**src/design/cuat_pkg.sv**
```systemverilog
// ---------------------------------------------------------------------------
// cuat_pkg
// Shared types and codes for the card identifier allow table.
// ---------------------------------------------------------------------------
`default_nettype none

package cuat_pkg;

    localparam int UID_W   = 32;
    localparam int ECNT_W  = 5;

    localparam logic MODE_LOOKUP = 1'b0;
    localparam logic MODE_ENROLL = 1'b1;

    typedef enum logic [2:0] {
        ST_ADDED      = 3'd0,
        ST_FULL       = 3'd1,
        ST_DUPLICATE  = 3'd2,
        ST_REGISTERED = 3'd3,
        ST_UNKNOWN    = 3'd4
    } status_t;

    typedef struct packed {
        status_t             status;
        logic [UID_W-1:0]    matched_uid;
        logic [ECNT_W-1:0]   entry_count;
    } result_t;

endpackage

`default_nettype wire

```
**src/design/cuat_uid_mem.sv**
```systemverilog
// ---------------------------------------------------------------------------
// cuat_uid_mem
// Identifier store: one write port, one registered read port.
// ---------------------------------------------------------------------------
`default_nettype none

module cuat_uid_mem
    import cuat_pkg::*;
#(
    parameter int DEPTH = 16,
    parameter int IDX_W = 4
) (
    input  wire logic              aclk,
    input  wire logic              wr_en,
    input  wire logic [IDX_W-1:0]  wr_addr,
    input  wire logic [UID_W-1:0]  wr_data,
    input  wire logic              rd_en,
    input  wire logic [IDX_W-1:0]  rd_addr,
    output logic      [UID_W-1:0]  rd_data
);

    logic [UID_W-1:0] mem_array [DEPTH];
    logic [UID_W-1:0] rd_data_reg;

    // No reset: entries are only read below the fill count.
    always_ff @(posedge aclk) begin
        if (wr_en) begin
            mem_array[wr_addr] <= wr_data;
        end
        if (rd_en) begin
            rd_data_reg <= mem_array[rd_addr];
        end
    end

    assign rd_data = rd_data_reg;

endmodule

`default_nettype wire

```
**src/design/cuat_ctrl.sv**
```systemverilog
// ---------------------------------------------------------------------------
// cuat_ctrl
// Scan sequencer: walks stored entries through one shared comparator.
// ---------------------------------------------------------------------------
`default_nettype none

module cuat_ctrl
    import cuat_pkg::*;
#(
    parameter int CAPACITY = 16,
    parameter int IDX_W    = 4,
    parameter int CNT_W    = 5
) (
    input  wire logic              aclk,
    input  wire logic              aresetn,
    input  wire logic              in_valid,
    output logic                   in_ready,
    input  wire logic              in_mode,
    input  wire logic [UID_W-1:0]  in_uid,
    output logic                   res_valid,
    input  wire logic              res_ready,
    output result_t                res,
    output logic                   mem_wr_en,
    output logic      [IDX_W-1:0]  mem_wr_addr,
    output logic      [UID_W-1:0]  mem_wr_data,
    output logic                   mem_rd_en,
    output logic      [IDX_W-1:0]  mem_rd_addr,
    input  wire logic [UID_W-1:0]  mem_rd_data
);

    localparam logic [CNT_W-1:0] CAP_CNT = CNT_W'(CAPACITY);

    typedef enum logic [1:0] {
        S_IDLE,
        S_SCAN,
        S_EMIT
    } state_t;

    state_t            state_reg, state_next;
    logic              enroll_reg, enroll_next;
    logic [UID_W-1:0]  uid_reg, uid_next;
    logic [CNT_W-1:0]  scan_idx_reg, scan_idx_next;
    logic              cmp_vld_reg, cmp_vld_next;
    status_t           status_reg, status_next;
    logic [CNT_W-1:0]  count_reg, count_next;

    logic              issue;
    logic              hit;
    logic [CNT_W-1:0]  count_plus;
    logic [CNT_W-1:0]  count_out;
    logic [CNT_W+ECNT_W-1:0] count_ext;

    assign issue      = (scan_idx_reg != count_reg);
    assign hit        = cmp_vld_reg && (mem_rd_data == uid_reg);
    assign count_plus = count_reg + CNT_W'(1);

    always_comb begin
        state_next    = state_reg;
        enroll_next   = enroll_reg;
        uid_next      = uid_reg;
        scan_idx_next = scan_idx_reg;
        cmp_vld_next  = cmp_vld_reg;
        status_next   = status_reg;
        count_next    = count_reg;
        unique case (state_reg)
            S_IDLE: begin
                if (in_valid) begin
                    uid_next      = in_uid;
                    enroll_next   = (in_mode == MODE_ENROLL);
                    scan_idx_next = '0;
                    cmp_vld_next  = 1'b0;
                    if ((in_mode == MODE_ENROLL) && (count_reg == CAP_CNT)) begin
                        status_next = ST_FULL;
                        state_next  = S_EMIT;
                    end else begin
                        state_next  = S_SCAN;
                    end
                end
            end
            S_SCAN: begin
                if (hit) begin
                    status_next = enroll_reg ? ST_DUPLICATE : ST_REGISTERED;
                    state_next  = S_EMIT;
                end else if (!issue && !cmp_vld_reg) begin
                    status_next = enroll_reg ? ST_ADDED : ST_UNKNOWN;
                    state_next  = S_EMIT;
                end else begin
                    scan_idx_next = scan_idx_reg + CNT_W'(issue);
                    cmp_vld_next  = issue;
                end
            end
            S_EMIT: begin
                if (res_ready) begin
                    if (status_reg == ST_ADDED) begin
                        count_next = count_plus;
                    end
                    state_next = S_IDLE;
                end
            end
            default: begin
                state_next = S_IDLE;
            end
        endcase
    end

    always_ff @(posedge aclk) begin
        enroll_reg   <= enroll_next;
        uid_reg      <= uid_next;
        scan_idx_reg <= scan_idx_next;
        status_reg   <= status_next;
        if (!aresetn) begin
            state_reg   <= S_IDLE;
            cmp_vld_reg <= 1'b0;
            count_reg   <= '0;
        end else begin
            state_reg   <= state_next;
            cmp_vld_reg <= cmp_vld_next;
            count_reg   <= count_next;
        end
    end

    assign in_ready = (state_reg == S_IDLE);

    // read one entry per cycle; compare lands in the next cycle
    assign mem_rd_en   = (state_reg == S_SCAN) && issue;
    assign mem_rd_addr = scan_idx_reg[IDX_W-1:0];

    // append happens when the result leaves
    assign mem_wr_en   = (state_reg == S_EMIT) && res_ready && (status_reg == ST_ADDED);
    assign mem_wr_addr = count_reg[IDX_W-1:0];
    assign mem_wr_data = uid_reg;

    assign count_out = (status_reg == ST_ADDED) ? count_plus : count_reg;
    assign count_ext = {{ECNT_W{1'b0}}, count_out};

    assign res_valid       = (state_reg == S_EMIT);
    assign res.status      = status_reg;
    assign res.matched_uid = (status_reg == ST_REGISTERED) ? uid_reg : '0;
    assign res.entry_count = count_ext[ECNT_W-1:0];

endmodule

`default_nettype wire

```
**src/design/card_uid_allow_table.sv**
```systemverilog
// Operation: a lookup or enroll scans the n stored entries at one per cycle;
//   the scan stops early on a hit, and a full-table enroll skips it and goes
//   straight to the result, which then passes to the output register.
// Flow: a new item is accepted only once the sequencer has handed off the last
//   result; the scan loop over the identifier store's single read port sets the pace.
// Reset: aresetn low clears the fill count, sequencer and output valid.
// ---------------------------------------------------------------------------
// card_uid_allow_table
// Allow-list of 32-bit card identifiers with enroll and lookup requests.
// ---------------------------------------------------------------------------
`default_nettype none

module card_uid_allow_table
    import cuat_pkg::*;
#(
    parameter int CAPACITY = 16
) (
    input  wire logic         aclk,
    input  wire logic         aresetn,
    // input item
    input  wire logic         s_tvalid,
    output logic              s_tready,
    input  wire logic [31:0]  s_tdata,   // [31:0] card_uid
    input  wire logic [0:0]   s_tuser,   // [0] mode (0 lookup, 1 enroll)
    // result item
    output logic              m_tvalid,
    input  wire logic         m_tready,
    output logic      [39:0]  m_tdata,   // [31:0] matched_uid, [36:32] entry_count, zero pad
    output logic      [2:0]   m_tuser    // [2:0] status
);

    // Index needs at least one bit even for a single entry table.
    localparam int IDX_W = (CAPACITY > 1) ? $clog2(CAPACITY) : 1;
    // Count must hold CAPACITY itself.
    localparam int CNT_W = $clog2(CAPACITY + 1);

    logic              res_valid;
    logic              res_ready;
    result_t           res;

    logic              mem_wr_en;
    logic [IDX_W-1:0]  mem_wr_addr;
    logic [UID_W-1:0]  mem_wr_data;
    logic              mem_rd_en;
    logic [IDX_W-1:0]  mem_rd_addr;
    logic [UID_W-1:0]  mem_rd_data;

    logic              m_tvalid_reg;
    result_t           out_reg;

    // Sequencer plus shared comparator; holds the fill count.
    cuat_ctrl #(
        .CAPACITY (CAPACITY),
        .IDX_W    (IDX_W),
        .CNT_W    (CNT_W)
    ) u_ctrl (
        .aclk        (aclk),
        .aresetn     (aresetn),
        .in_valid    (s_tvalid),
        .in_ready    (s_tready),
        .in_mode     (s_tuser[0]),
        .in_uid      (s_tdata),
        .res_valid   (res_valid),
        .res_ready   (res_ready),
        .res         (res),
        .mem_wr_en   (mem_wr_en),
        .mem_wr_addr (mem_wr_addr),
        .mem_wr_data (mem_wr_data),
        .mem_rd_en   (mem_rd_en),
        .mem_rd_addr (mem_rd_addr),
        .mem_rd_data (mem_rd_data)
    );

    // Identifier store, read one entry per cycle during a scan.
    cuat_uid_mem #(
        .DEPTH (CAPACITY),
        .IDX_W (IDX_W)
    ) u_mem (
        .aclk    (aclk),
        .wr_en   (mem_wr_en),
        .wr_addr (mem_wr_addr),
        .wr_data (mem_wr_data),
        .rd_en   (mem_rd_en),
        .rd_addr (mem_rd_addr),
        .rd_data (mem_rd_data)
    );

    // Output register: sequencer hands off as soon as the slot is free,
    // so it can go back to idle while the downstream side stalls.
    assign res_ready = !m_tvalid_reg || m_tready;

    always_ff @(posedge aclk) begin
        if (res_valid && res_ready) begin
            out_reg <= res;
        end
        if (!aresetn) begin
            m_tvalid_reg <= 1'b0;
        end else if (res_ready) begin
            m_tvalid_reg <= res_valid;
        end
    end

    assign m_tvalid = m_tvalid_reg;
    assign m_tuser  = out_reg.status;
    assign m_tdata  = {3'b000, out_reg.entry_count, out_reg.matched_uid};

endmodule

`default_nettype wire

```
**config.mk**
```make
export PLATFORM = sky130hd
export DESIGN_NAME = card_uid_allow_table
export DESIGN_NICKNAME = d
export VERILOG_FILES = /design/src/design/cuat_pkg.sv /design/src/design/cuat_uid_mem.sv /design/src/design/cuat_ctrl.sv /design/src/design/card_uid_allow_table.sv
export SDC_FILE = /design/constraint.sdc
export NUM_CORES = 1
export LEC_CHECK = 0
export ABC_AREA = 1
export BUFFER_PORTS_ARGS = -buffer_cell sky130_fd_sc_hd__buf_4
export CORE_MARGIN = 2
export CORE_UTILIZATION = 40
export DETAILED_ROUTE_END_ITERATION = 7
export PLACE_DENSITY_LB_ADDON = 0.05
export SYNTH_ARGS = -nofsm -noshare
export SYNTH_HDL_FRONTEND = slang
export SYNTH_SLANG_ARGS = --single-unit
```
**constraint.sdc**
```tcl
create_clock -name aclk -period 5.65 [get_ports aclk]
set_input_delay 0.2825 -clock aclk [delete_from_list [all_inputs] [get_ports aclk]]
set_output_delay 0.2825 -clock aclk [all_outputs]
set_load 0.1 [all_outputs]
```
-- Yosys cells after proc, flatten, opt, wreduce, memory -nomap -nowiden
Memory sizes are Yosys's and may differ from the RTL's. A register that Yosys moved wholly into a read port is not among the register bits.
Index checks and enable logic that the tools add are counted.
- reduce and logical (&&, ||, !) cells: 18
- muxes and demuxes: 24
- add/sub/neg operators: 2
- eq/ne operators: 12
- operators by type and width (kind ; count):
    32-bit == test ; 1
    5-bit 2-to-1 mux ; 4
    3-bit 2-to-1 mux ; 5
    2-bit 2-to-1 mux ; 5
    5-bit one-hot mux with 2 select lines ; 1
    4-bit AND reduction ; 2
    1-bit logical AND ; 6
    1-bit 2-to-1 mux ; 6
    2-bit inequality test (second input constant) ; 3
    2-bit one-hot mux with 3 select lines ; 1
    3-bit one-hot mux with 2 select lines ; 1
    5-bit by 1-bit adder with 5-bit output ; 1
    5-bit by 1-bit adder with 5-bit output (second input constant) ; 1
    5-bit == test (second input constant) ; 1
    5-bit inequality test ; 1
    2-bit by 1-bit inequality test with 1-bit output (second input constant) ; 2
    2-bit AND reduction ; 2
    3-bit by 2-bit == test with 1-bit output (second input constant) ; 1
    1-bit logical NOT ; 3
    3-bit logical NOT ; 1
    3-bit by 1-bit inequality test with 1-bit output (second input constant) ; 1
    3-bit AND reduction ; 1
    2-bit by 1-bit == test with 1-bit output (second input constant) ; 1
    2-bit == test (second input constant) ; 1
    other kinds (4) ; 4
- word-level logic and storage cells: 68
- bits in registers: 90
- input port bits: 37
- memories kept: 1
- output and inout bits: 45
- RAM bits: 512
- memories (memory ; depth ; width ; rd ports ; clocked after Yosys merged registers in ; wr ports ; RTL line ; text):
    u_mem.mem_array ; 16 ; 32 ; 1 ; 1 ; 1 ; cuat_uid_mem.sv:22 ; logic [UID_W-1:0] mem_array [DEPTH];

-- Depth between registers and ports, before layout
Gate-level depths: netlist of the first run.
- depth in word-level cells: 6
- gate-level depth with buffers: 13
- mapped depth without buffers: 13

-- Hierarchy
Synthesis of the first run repeated with hierarchy kept, for this count alone.
- cell total of the unflattened synthesis: 2528
- area total of the unflattened synthesis: 27188.6 um^2
- by module, submodules not included (module ; instances ; area each (um^2) ; seq. area each (um^2) ; cells each):
    cuat_uid_mem ; 1 ; 23050.9 ; 16335.7 ; 2120
    cuat_ctrl ; 1 ; 2859.0 ; 1391.3 ; 357
    card_uid_allow_table ; 1 ; 1278.7 ; 1221.2 ; 51

-- Worst setup path after synthesis of the first run
OpenSTA, ideal clock, no wires.
- path kind: reg2reg
- start point: register m_tvalid_reg (netlist: m_tvalid)
- end point: memory u_mem.mem_array[3][0] (enable)
- clock period less this slack: 5.182 ns
- setup slack: 0.468 ns
- setup time: 0.461 ns
- arrival time: 4.721 ns
- stages on the path, launching flop included: 6
- buffers on the path: 0
- path through: dfxtp_1 -> inv_1 -> nor2_1 -> nor2_2 -> inv_1 -> nor3_1
- word-level cells in the longest chain between the ends: 6
- ends and longest elaborated chain (element ; RTL line ; text):
    from (decl) ; card_uid_allow_table.sv:48 ; logic m_tvalid_reg;
    from (signal assigned) ; card_uid_allow_table.sv:99 ; m_tvalid_reg <= res_valid;
    1-bit logical NOT ; card_uid_allow_table.sv:90 ; assign res_ready = !m_tvalid_reg || m_tready;
    1-bit logical OR ; card_uid_allow_table.sv:90 ;
    1-bit logical AND (2 in series) ; cuat_ctrl.sv:129 ; assign mem_wr_en = (state_reg == S_EMIT) && res_ready && (status_reg == ST_ADDED);
    1-bit 2-to-1 mux ; cuat_uid_mem.sv:27 ; if (wr_en) begin
    1-bit 2-to-1 mux (not written as such) ; cuat_uid_mem.sv:28 ; mem_array[wr_addr] <= wr_data;
    to (decl) ; cuat_uid_mem.sv:22 ;
No other way between the ends.

-- Final worst setup path of the first run
- start point: register u_ctrl.state_reg[1]
- end point: memory u_mem.mem_array[5][15] (enable)
- word-level cells in the longest chain between the ends: 5
- ends and longest elaborated chain (element ; RTL line ; text):
    from (decl) ; cuat_ctrl.sv:39 ; state_t state_reg, state_next;
    from (signal assigned) ; cuat_ctrl.sv:116 ; state_reg <= state_next;
    2-bit == test ; cuat_ctrl.sv:129 ;
    1-bit logical AND (2 in series) ; cuat_ctrl.sv:129 ;
    1-bit 2-to-1 mux ; cuat_uid_mem.sv:27 ;
    1-bit 2-to-1 mux (not written as such) ; cuat_uid_mem.sv:28 ;
No other way between the ends.

==> impl_metrics.ini, run 1 <==
[floorplan]
coreArea_um2 = 61830
die_height_um = 254.3
start_util = 0.4054
ios = 82
rows = 91
dieArea_um2 = 64680
die_x_um = 254.3

[sta]
max_slew_margin = 0.03154
tns_ns = 0
fmax_mhz = 323.3
drv_slew = 0
tightestPinTransition_ns = 1.453
rsz0062_at_grt = false
period_needed_ns = 3.093
skew_ns = 0.01828
fin_crit_sh = 0.5474
final-setup-viol-count = 0
finalHoldViolCount = 0

[synth]
synth-compound-area-share = 0.07966
netlist.area_leader.share = 0.7487
ys_warn_count = 0
synth_fa_ha_area_frac = 0.002995
synth_edf_count = 625
ys_top_cells_by_area = edfxtp_1 (75%), nor2_1 (5.3%), o21ai_0 (2.8%)
synth.cell_area_um2 = 25070
synthArstFlopShare = 0
synth-seq-cells = 634
yosys.cell_count.top_type = edfxtp_1
synth_top_area_cell = edfxtp_1
synth_top_flop_cell = edfxtp_1
synth-simple-area-share = 0.09858
avgSynthCellArea_um2 = 13.87
syn-instance-count = 1807
synth_top_family_by_area = simple AND/OR/NAND/NOR gates
synth_common_cells = edfxtp_1 (625), nor2_1 (356), nand2_1 (152)
synth_xor_area_frac = 0.007637
synth_cell_types = 41
ys_seq_area_frac = 0.7559
muxShareOfSynthArea = 0.02116

[power]
p_seq_frac = 0.411
clock_power_share = 0.305
ir_drop_mv = 0.5276
powerDensity_nw_per_um2 = 504.9
switching_share = 0.3521
p_leak_nw = 9.960
power.switching_mw = 5.201
power.internal_mw = 9.571
p_comb_frac = 0.285

[detailed_routing]
first_pass_iters = 7
drtIter0Drc = 1342
wire_per_inst_um = 24.06
postRouteAntennaNets = 0
drc_errors = 0
routed_via_density = 5.348
vias = 15100
drt-total-wl_um = 67960

[worst_setup_path]
cp_slowest_stage_delay_ns = 1.09
cp_slowest_cell = nor2_4
path_max_fanout = 32
startpoint = u_ctrl.state_reg[1]
required_ns = 5.86
critical_path_class = flop to flop
r2r_start = u_ctrl.state_reg[1]
worstSetupEndpointType = flop
worstSetupStartpointType = flop
rr_worst_depth = 6
critical_path.cell_chain = inv_1 > nor2_1 > inv_1 > nor2_4 > nand3_1 > nor2_4
critical_path_arrival_ns = 3.30

[clocking]
clk_latency_ns = 0.61
cts_buffers = 69
clockBufferDepth = 3
cts_tree = done
clk_pin_slew_worst_paths_ns = 0.06
cts.sink_count = 634
cts_resized = 0
cts_root_buf = clkbuf_16
cts_max_level = 3
post_cts_buffers = 0

[global_routing]
grt_pass1_vias = 14690
grt_util_all_layers = 0.2128
grt.overflow.total = 0
grt_max_degree = 260
grt_antenna_before_repair = 0
grt_pass1_wl_um = 99520

[cells_and_area]
area_growth_pct = 16.71
fillers = 5511
antenna_cells = 0
drive_above_1_share = 0.1248
regMostFlops = u_mem.mem_array
nNetsFinal = 1974
largest_reg_flops = 512
fin_util = 0.4732

[hold_path]
hold_path_depth = 3
hold_path_class = input pin to flop
hp-start = m_tready

[placed_design]
port_buffers = 78
dpl.hpwl_um = 37150
globalplace.congestion = 0.8615

[job]
cap_violations = 0

[status]
status = completed
kinds of logic (layout without fill, tap and decap cells):
| kind of cell | Yosys count | in the layout |
|---|---|---|
| other cells | 1 | 3 |
| flops | 634 | 634 |
| fa+ha+maj | 6 | 6 |
| buf+inv | 190 | 368 |
| compound gates | 294 | 294 |
| mux | 53 | 53 |
| xor+xnor | 21 | 21 |
| simple gates | 608 | 608 |
power groups by stage:
stage / sequential (mW) / combinational (mW) / clock, mW
6_report: 6.07 / 4.21 / 4.50
5_1_grt: 6.10 / 4.60 / 4.78
4_1_cts: 6.07 / 4.25 / 4.60
3_5_place_dp: 6.16 / 4.22 / 0
3_3_place_gp: 6.16 / 4.19 / 0
2_1_floorplan: 6.47 / 2.52 / 0
final timing paths:
kind	end	slack (ns)
hold reg to reg	m_tuser[2]	0.54
setup / recovery	u_mem.mem_array[5][15]	2.56
setup reg to reg	u_mem.mem_array[5][15]	2.56
hold / removal	m_tvalid	0.07
critical path, delay by kind of cell, from the launching register on:
family | cells | cell delay (ns)
AND/OR/NAND/NOR | 4 | 2.12
buffers and inverters | 2 | 0.17
flip-flops | 1 | 0.39
area by class of cell:
cell class | instances | area [um^2] | share of cell area
clock buffer | 89 | 1866 | 0.06377
clock inverter | 38 | 379.1 | 0.01296
inverter | 88 | 337.8 | 0.01155
multi-input combinational | 985 | 5394 | 0.1844
sequential | 634 | 18950 | 0.6477
tap | 837 | 1047 | 0.03580
timing repair buffer | 153 | 1284 | 0.04388
repair_timing:
action / CTS / global route
endpoints found under the setup margin: 0 / 0
hold buffers: 34 / 0
endpoints found under the hold margin: 40 / 0
through the flow:
stage / power (mW) / worst slack (ns) / cells / hold slack (ns) / area (um^2)
2_1_floorplan: 8.988 / 0.4683 / 1809 / 0.3801 / 25070
3_3_place_gp: 10.35 / 2.507 / 2662 / 0.4608 / 26650
3_5_place_dp: 10.38 / 2.475 / 2662 / 0.4618 / 26650
4_1_cts: 14.92 / 2.470 / 2823 / 0.04384 / 29240
5_1_grt: 15.48 / 2.339 / 2824 / 0.08935 / 29260
6_report: 14.77 / 2.557 / 2824 / 0.07457 / 29260
cells in the final DEF (no fill, tap or decap), types with 4 or more instances in the layout:
cell           Yosys  final
a21oi_1            9      9
buf_12             0      4
buf_4             11    115
bufinv_16          0      7
clkbuf_1          52     17
clkbuf_16          0     72
clkinv_1           1     14
clkinv_2           0     13
dfxtp_1            9      9
dlygate4sd3_1      0     34
edfxtp_1         625    625
ha_1               6      6
inv_1             85     82
inv_6              0      4
mux2i_1           53     53
nand2_1          152    152
nand3_1           66     66
nand4_1           10     10
nor2_1           356    345
nor2_4             0     12
nor3_1            10      4
nor3_2             0      6
o211ai_1          11     11
o21ai_0          140    140
o221ai_1          53     53
o32ai_1           75     75
xnor2_1           12     12
xor2_1             8      8
per-layer routing:
layer  routed length (um)  share of wire  vias up  track usage
li1                     -              -     6928            -
met1                32060           0.47     7649       0.3181
met2                30940           0.46      452       0.3243
met3                 3721          0.055       74      0.02990
met4                 1234          0.018        0      0.06235
met5                    0              0        -            0
(Power assumes the default switching activity.)
==> run 2: changes to the inputs <==
- ABC_AREA: 1 -> 0
- clock period: 5.65 -> 2.7 ns (I/O delays scaled with it)
==> run 2 against run 1 <==
Compared with the run above:
- clock-buffer cell count is 2 lower
- synthesized area is 3.8% lower
- worst hold slack better by 0.051 ns
- die area is 3.7% lower
- critical endpoint is now u_ctrl.scan_idx_reg[4]
==> impl_metrics.ini, run 2 <==
[synth]
synthArstFlopShare = 0
netlist.area_leader.share = 0.7781
synth_cell_types = 49
ys_top_cells_by_area = edfxtp_1 (78%), mux4_2 (15%), xnor2_1 (1.3%)
ys_warn_count = 0
synth_common_cells = edfxtp_1 (625), mux4_2 (160), xnor2_1 (36)
ys_seq_area_frac = 0.7856
synth-seq-cells = 634
yosys.cell_count.top_type = edfxtp_1
syn-instance-count = 1045
synth_top_area_cell = edfxtp_1
synth_top_flop_cell = edfxtp_1
synth_edf_count = 625
synth.cell_area_um2 = 24120
avgSynthCellArea_um2 = 23.08

[power]
p_comb_frac = 0.128
ir_drop_mv = 0.4031
p_leak_nw = 9.312
p_seq_frac = 0.488
power.switching_mw = 5.515
clock_power_share = 0.385
powerDensity_nw_per_um2 = 789.6
power.internal_mw = 17.61
switching_share = 0.2385

[clocking]
clk_pin_slew_worst_paths_ns = 0.06
clockBufferDepth = 3
cts.sink_count = 634
cts_buffers = 70
clk_latency_ns = 0.60
cts_max_level = 3
post_cts_buffers = 0
cts_root_buf = clkbuf_16
cts_tree = done

[cells_and_area]
nNetsFinal = 1330
seq_area_um2 = 18950
multiInputGateArea_um2 = 5084
regMostFlops = u_mem.mem_array
fin_util = 0.4879
largest_reg_flops = 512
layout_common_cells = edfxtp_1 (625), mux4_2 (160), buf_4 (145)
fin_cells = 2120
final_common_cell = edfxtp_1
area_growth_pct = 21.41
fin_area_um2 = 29290
antenna_cells = 0
drive_above_1_share = 0.3460
fillers = 4918

[sta]
drv_slew = 0
tns_ns = 0
fmax_mhz = 407.3
fin_crit_sh = 0.9092
skew_ns = 0.01866
tightestPinTransition_ns = 0.8784
final-setup-viol-count = 0
rsz0062_at_grt = false
finalHoldViolCount = 0
max_slew_margin = 0.4144
period_needed_ns = 2.455

[placed_design]
dpl.hpwl_um = 34730
place_inst = 1962
globalplace.congestion = 0.7572
placed_area_um2 = 26840
port_buffers = 78

[worst_setup_path]
critical_path.cell_chain = xnor2_1 > nand4_1 > nor4_1 > buf_4 > nand3_1 > buf_4 > o22a_1
cp_slowest_stage_delay_ns = 0.52
worstSetupStartpointType = flop
path_max_fanout = 11
required_ns = 3.02
worstSetupEndpointType = flop
critical_path_class = flop to flop
rr_worst_depth = 7
crit_family = simple AND/OR/NAND/NOR gates
worst-path-buf-inv = 2
cp_common_cell = buf_4
cp_slowest_cell = edfxtp_1
r2r_end = u_ctrl.scan_idx_reg[4]
critical_path_arrival_ns = 2.77
r2r_start = u_ctrl.mem_wr_data[15]
reg2reg_slack_ns = 0.25

[detailed_routing]
highest_layer = met5
drt-met1-wl_um = 27520
wire_per_inst_um = 29.04
routed_via_density = 5.369
drt-total-wl_um = 61570
dr_wl_met2_um = 30140
postRouteAntennaNets = 0
first_pass_iters = 4
vias = 11380
drtIter0Drc = 935
drc_errors = 0
wl_met3_um = 2616

[floorplan]
rows = 90
start_util = 0.4019
coreArea_um2 = 60020
ios = 82
die_x_um = 249.6
die_height_um = 249.6
dieArea_um2 = 62280

[global_routing]
grt_antenna_before_repair = 3
grt.overflow.total = 0
grt_util_all_layers = 0.2020
grt_max_degree = 41
grt_pass1_vias = 11910
grt_pass1_wl_um = 88060

[hold_path]
hold_path_depth = 5
hold_path_class = input pin to flop
hold_end = u_ctrl.state_reg[0]
hp-start = s_tvalid

[status]
status = completed

[job]
cap_violations = 0
run 2: cell types whose count changed after synthesis, sizes merged, moves of 75 or more:
cell | previous run | this run
nor2 | 357 | 33
inv | 87 | 5
o32ai | 75 | 0
o21ai | 141 | 4
nand2 | 155 | 13
mux4 | 0 | 160
run 2: cell families (layout without fill, tap and decap cells):
kind of cell | after synthesis | in the layout | synth area share
other | 1 | 3 | 0.0001555
DFF | 634 | 634 | 0.7856
AOI/OAI and AO/OA | 17 | 17 | 0.005136
muxes | 161 | 161 | 0.1498
xor gates and xnor gates | 49 | 49 | 0.01873
and+or+nand+nor | 124 | 124 | 0.02775
buffers and inverters | 53 | 344 | 0.009752
adders and majority gates | 6 | 6 | 0.003112
run 2: worst min-delay path, cell delays in order:
cell,delay [ns]
buf_4,0.13
nor2_1,0.08
a21oi_1,0.05
o221ai_1,0.22
a31oi_1,0.05
run 2: how the worst max path moves through the flow:
stage / to / slack [ns] / startpoint / cells after the start
2_1_floorplan: u_mem.mem_array[6][0] / -0.47 / m_tvalid / 5
3_3_place_gp: u_ctrl.scan_idx_reg[3] / 0.20 / u_ctrl.mem_wr_data[20] / 7
3_5_place_dp: u_ctrl.scan_idx_reg[2] / 0.20 / u_ctrl.mem_wr_data[20] / 7
4_1_cts: u_ctrl.scan_idx_reg[4] / 0.18 / u_ctrl.mem_wr_data[20] / 7
5_1_grt: u_ctrl.status_reg[1] / 0.06 / u_ctrl.mem_wr_data[14] / 7
6_report: u_ctrl.scan_idx_reg[4] / 0.25 / u_ctrl.mem_wr_data[15] / 7
run 2: area by class of cell:
type                            count  share of cell area
Sequential cell                   634              0.6470
Multi-Input combinational cell    360              0.1736
Timing Repair Buffer              216             0.07374
Clock buffer                       87             0.06199
Tap cell                          782             0.03341
Clock inverter                     36            0.009613
Inverter                            5           0.0006409
run 2: power groups by stage:
stage	clock network, mW	logic [mW]	registers, mW
final	8.89	2.96	11.3
after global routing	9.50	3.15	11.3
after CTS	9.13	3.02	11.3
after detailed placement	0	2.98	11.5
after global placement	0	2.98	11.5
after floorplan	0	1.72	11.7
run 2: metrics by stage:
| step | setup WS, ns | power (mW) | hold slack [ns] |
|---|---|---|---|
| final | 0.2451 | 23.12 | 0.1252 |
| after global routing | 0.06271 | 23.94 | 0.1683 |
| after CTS | 0.1772 | 23.44 | 0.1055 |
| after detailed placement | 0.2028 | 14.46 | 0.3146 |
| after global placement | 0.1963 | 14.46 | 0.3128 |
| after floorplan | -0.4717 | 13.37 | 0.2339 |
run 2: per-layer routing:
| layer | up-vias | track usage |
|---|---|---|
| met4 | 4 | 0.05938 |
| met5 | - | 0 |
| li1 | 4864 | - |
| met2 | 270 | 0.3261 |
| met1 | 6165 | 0.2855 |
| met3 | 79 | 0.03296 |
run 2: what timing repair did:
| item | 4_1_cts | 5_1_grt |
|---|---|---|
| endpoints found under the hold margin | 40 | 0 |
| gates resized for setup | 0 | 0 |
| hold buffers | 35 | 0 |
==> run 3: changes to the inputs <==
- SYNTH_HIERARCHICAL: not set -> 1
==> run 3 against run 2 <==
Compared with the run above:
- global-route usage down 0.94 points
- core utilization grew 0.35 points
- clock power rose by 2%
- non-clock buffer count grew 3
- worst hold slack lost 0.076 ns
- highest routed layer is now met4
- total power is essentially flat
- sequential share of layout area is 0.38 points higher
- synthesized area down 0.27%
- critical path depth unchanged
==> impl_metrics.ini, run 3 <==
[status]
status = completed

[synth]
synth_common_cells = edfxtp_1 (625), mux4_2 (128), a22oi_1 (65)
synth.cell_area_um2 = 24060
avgSynthCellArea_um2 = 21.75
synth_top_area_cell = edfxtp_1
synth_edf_count = 625
synth-seq-cells = 634
ys_seq_area_frac = 0.7877
ys_warn_count = 6
yosys.cell_count.top_type = edfxtp_1
synth_cell_types = 44
synthArstFlopShare = 0
netlist.area_leader.share = 0.7802
syn-instance-count = 1106
synth_top_flop_cell = edfxtp_1
ys_top_cells_by_area = edfxtp_1 (78%), mux4_2 (12%), a22oi_1 (2.0%)

[cells_and_area]
area_growth_pct = 21.03
layout_common_cells = edfxtp_1 (625), buf_4 (157), mux4_2 (128)
nNetsFinal = 1377
regMostFlops = u_mem/mem_array
fin_area_um2 = 29120
antenna_cells = 0
drive_above_1_share = 0.3220
final_common_cell = edfxtp_1
fin_cells = 2158
largest_reg_flops = 512
fillers = 4869

[sta]
fmax_mhz = 383.8
fin_ws_ns = 0.09452
whs_ns = 0.04920
fin_crit_sh = 0.9650
final-setup-viol-count = 0
skew_ns = 0.01271
tns_ns = 0
tightestPinTransition_ns = 0.7398
period_needed_ns = 2.605
finalHoldViolCount = 0
max_slew_margin = 0.5068
rsz0062_at_grt = false
drv_slew = 0

[floorplan]
die_height_um = 249.2
die_x_um = 249.2
rows = 89
start_util = 0.4061
dieArea_um2 = 62120
coreArea_um2 = 59240
ios = 82

[worst_setup_path]
worst-path-buf-inv = 1
crit_family = simple AND/OR/NAND/NOR gates
cp_slowest_stage_delay_ns = 0.65
required_ns = 2.99
rr_worst_depth = 7
worstSetupEndpointType = flop
critical_path.cell_chain = xnor2_2 > nand4_1 > nor4_2 > buf_4 > nand3_1 > o211ai_2 > and2_1
critical_path_arrival_ns = 2.89
r2r_end = u_ctrl/status_reg[1]
cp_slowest_cell = edfxtp_1
path_max_fanout = 18
critical_path_class = flop to flop
reg2reg_slack_ns = 0.09
startpoint = u_ctrl/mem_wr_data[21]
worstSetupStartpointType = flop
r2r_start = u_ctrl/mem_wr_data[21]

[detailed_routing]
drt-total-wl_um = 58840
first_pass_iters = 5
drtIter0Drc = 887
wire_per_inst_um = 27.27
drc_errors = 0
routed_via_density = 5.340
postRouteAntennaNets = 0
vias = 11520

[clocking]
cts_buffers = 68
clockBufferDepth = 3
cts.sink_count = 634
cts_root_buf = clkbuf_16
cts_tree = done
clk_pin_slew_worst_paths_ns = 0.06
cts_max_level = 3
clk_latency_ns = 0.59

[power]
p_leak_nw = 9.417
ir_drop_mv = 0.4581
powerDensity_nw_per_um2 = 793.6

[placed_design]
place_inst = 1999
port_buffers = 78
dpl.hpwl_um = 33920
dpl_worst_slack_ns = 0.01272
placed_area_um2 = 26580
globalplace.congestion = 0.7175

[global_routing]
grt_util_all_layers = 0.1927
grt_max_degree = 51
grt.overflow.total = 0
grt_pass1_wl_um = 85770
grt_pass1_vias = 12180
grt_antenna_before_repair = 2

[hold_path]
hp-start = s_tvalid
hold_path_depth = 4
hold_path_class = input pin to flop
hold_end = u_ctrl/state_reg[1]

[job]
cap_violations = 0
[run 3: changes by cell type after synthesis, moves of 4 or more]
cell and delta:
buf_2 -4, buf_4 +17, nor3_1 +4, xor2_1 -6
and2_1 +5, mux4_2 -32, nand2_1 +29, nor2_1 -11
clkbuf_1 -4, xnor2_1 +6, buf_1 +4, a22oi_1 +65
[run 3: stage by stage]
| stage | power, mW | utilization |
|---|---|---|
| 3_5_place_dp | 14.27 | 0.4486 |
| 6_report | 23.11 | 0.4915 |
| 4_1_cts | 23.44 | 0.4907 |
| 2_1_floorplan | 13.24 | - |
| 3_3_place_gp | 14.26 | 0.4486 |
| 5_1_grt | 24.00 | 0.4915 |
[run 3: worst max path at each step]
| stage | depth (start not counted) | end |
|---|---|---|
| 3_5_place_dp | 7 | u_ctrl/status_reg[1] |
| 2_1_floorplan | 5 | u_mem/mem_array[0][0] |
| 3_3_place_gp | 7 | u_ctrl/status_reg[1] |
| 5_1_grt | 7 | u_ctrl/status_reg[1] |
| 4_1_cts | 7 | u_ctrl/status_reg[1] |
| 6_report | 7 | u_ctrl/status_reg[1] |
[run 3: what timing repair did]
item                                    in CTS  in global routing
endpoints found under the hold margin       42                  0
buffers inserted                             0                  5
hold buffers                                35                  0
gates resized for setup                      0                  1
endpoints found under the setup margin       0                  9
[run 3: worst register-to-register path: cells and delay by family, from the launching register on]
kind	cells	cell delay [ns]
buf+inv	1	0.22
flops	1	0.65
xor+xnor	1	0.37
compound gates	1	0.13
simple gates	4	0.94
[run 3: layout make-up]
class / count / area, um^2 / area share
repair buffers: 219 / 2069 / 0.07108
inverters: 5 / 18.77 / 0.0006446
flip-flops and latches: 634 / 18950 / 0.6508
multi-input cells: 408 / 4966 / 0.1706
well taps: 773 / 967.2 / 0.03322
clock inverters: 36 / 322.8 / 0.01109
clock buffers: 83 / 1822 / 0.06257
[run 3: routing by layer]
layer / GRT usage / wire length, um
met2: 0.3073 / 28230
met3: 0.03344 / 2887
met4: 0.05129 / 886
met1: 0.2757 / 26830
met5: 0 / 0
[run 3: kinds of logic after synthesis]
family / Yosys count / share of synthesized area
flops: 634 / 0.7877
simple gates: 147 / 0.03360
mux: 129 / 0.1203
compound gates: 78 / 0.02455
buf+inv: 66 / 0.01425
xor+xnor: 47 / 0.01742
fa+ha+maj: 4 / 0.002081
other cells: 1 / 0.0001559
[run 3: where the power goes]
| group | leakage, nW | switching, mW | internal, mW |
|---|---|---|---|
| logic | 2.61 | 1.58 | 1.19 |
| registers | 5.75 | 0.147 | 11.1 |
| clock network | 1.06 | 3.70 | 5.36 |
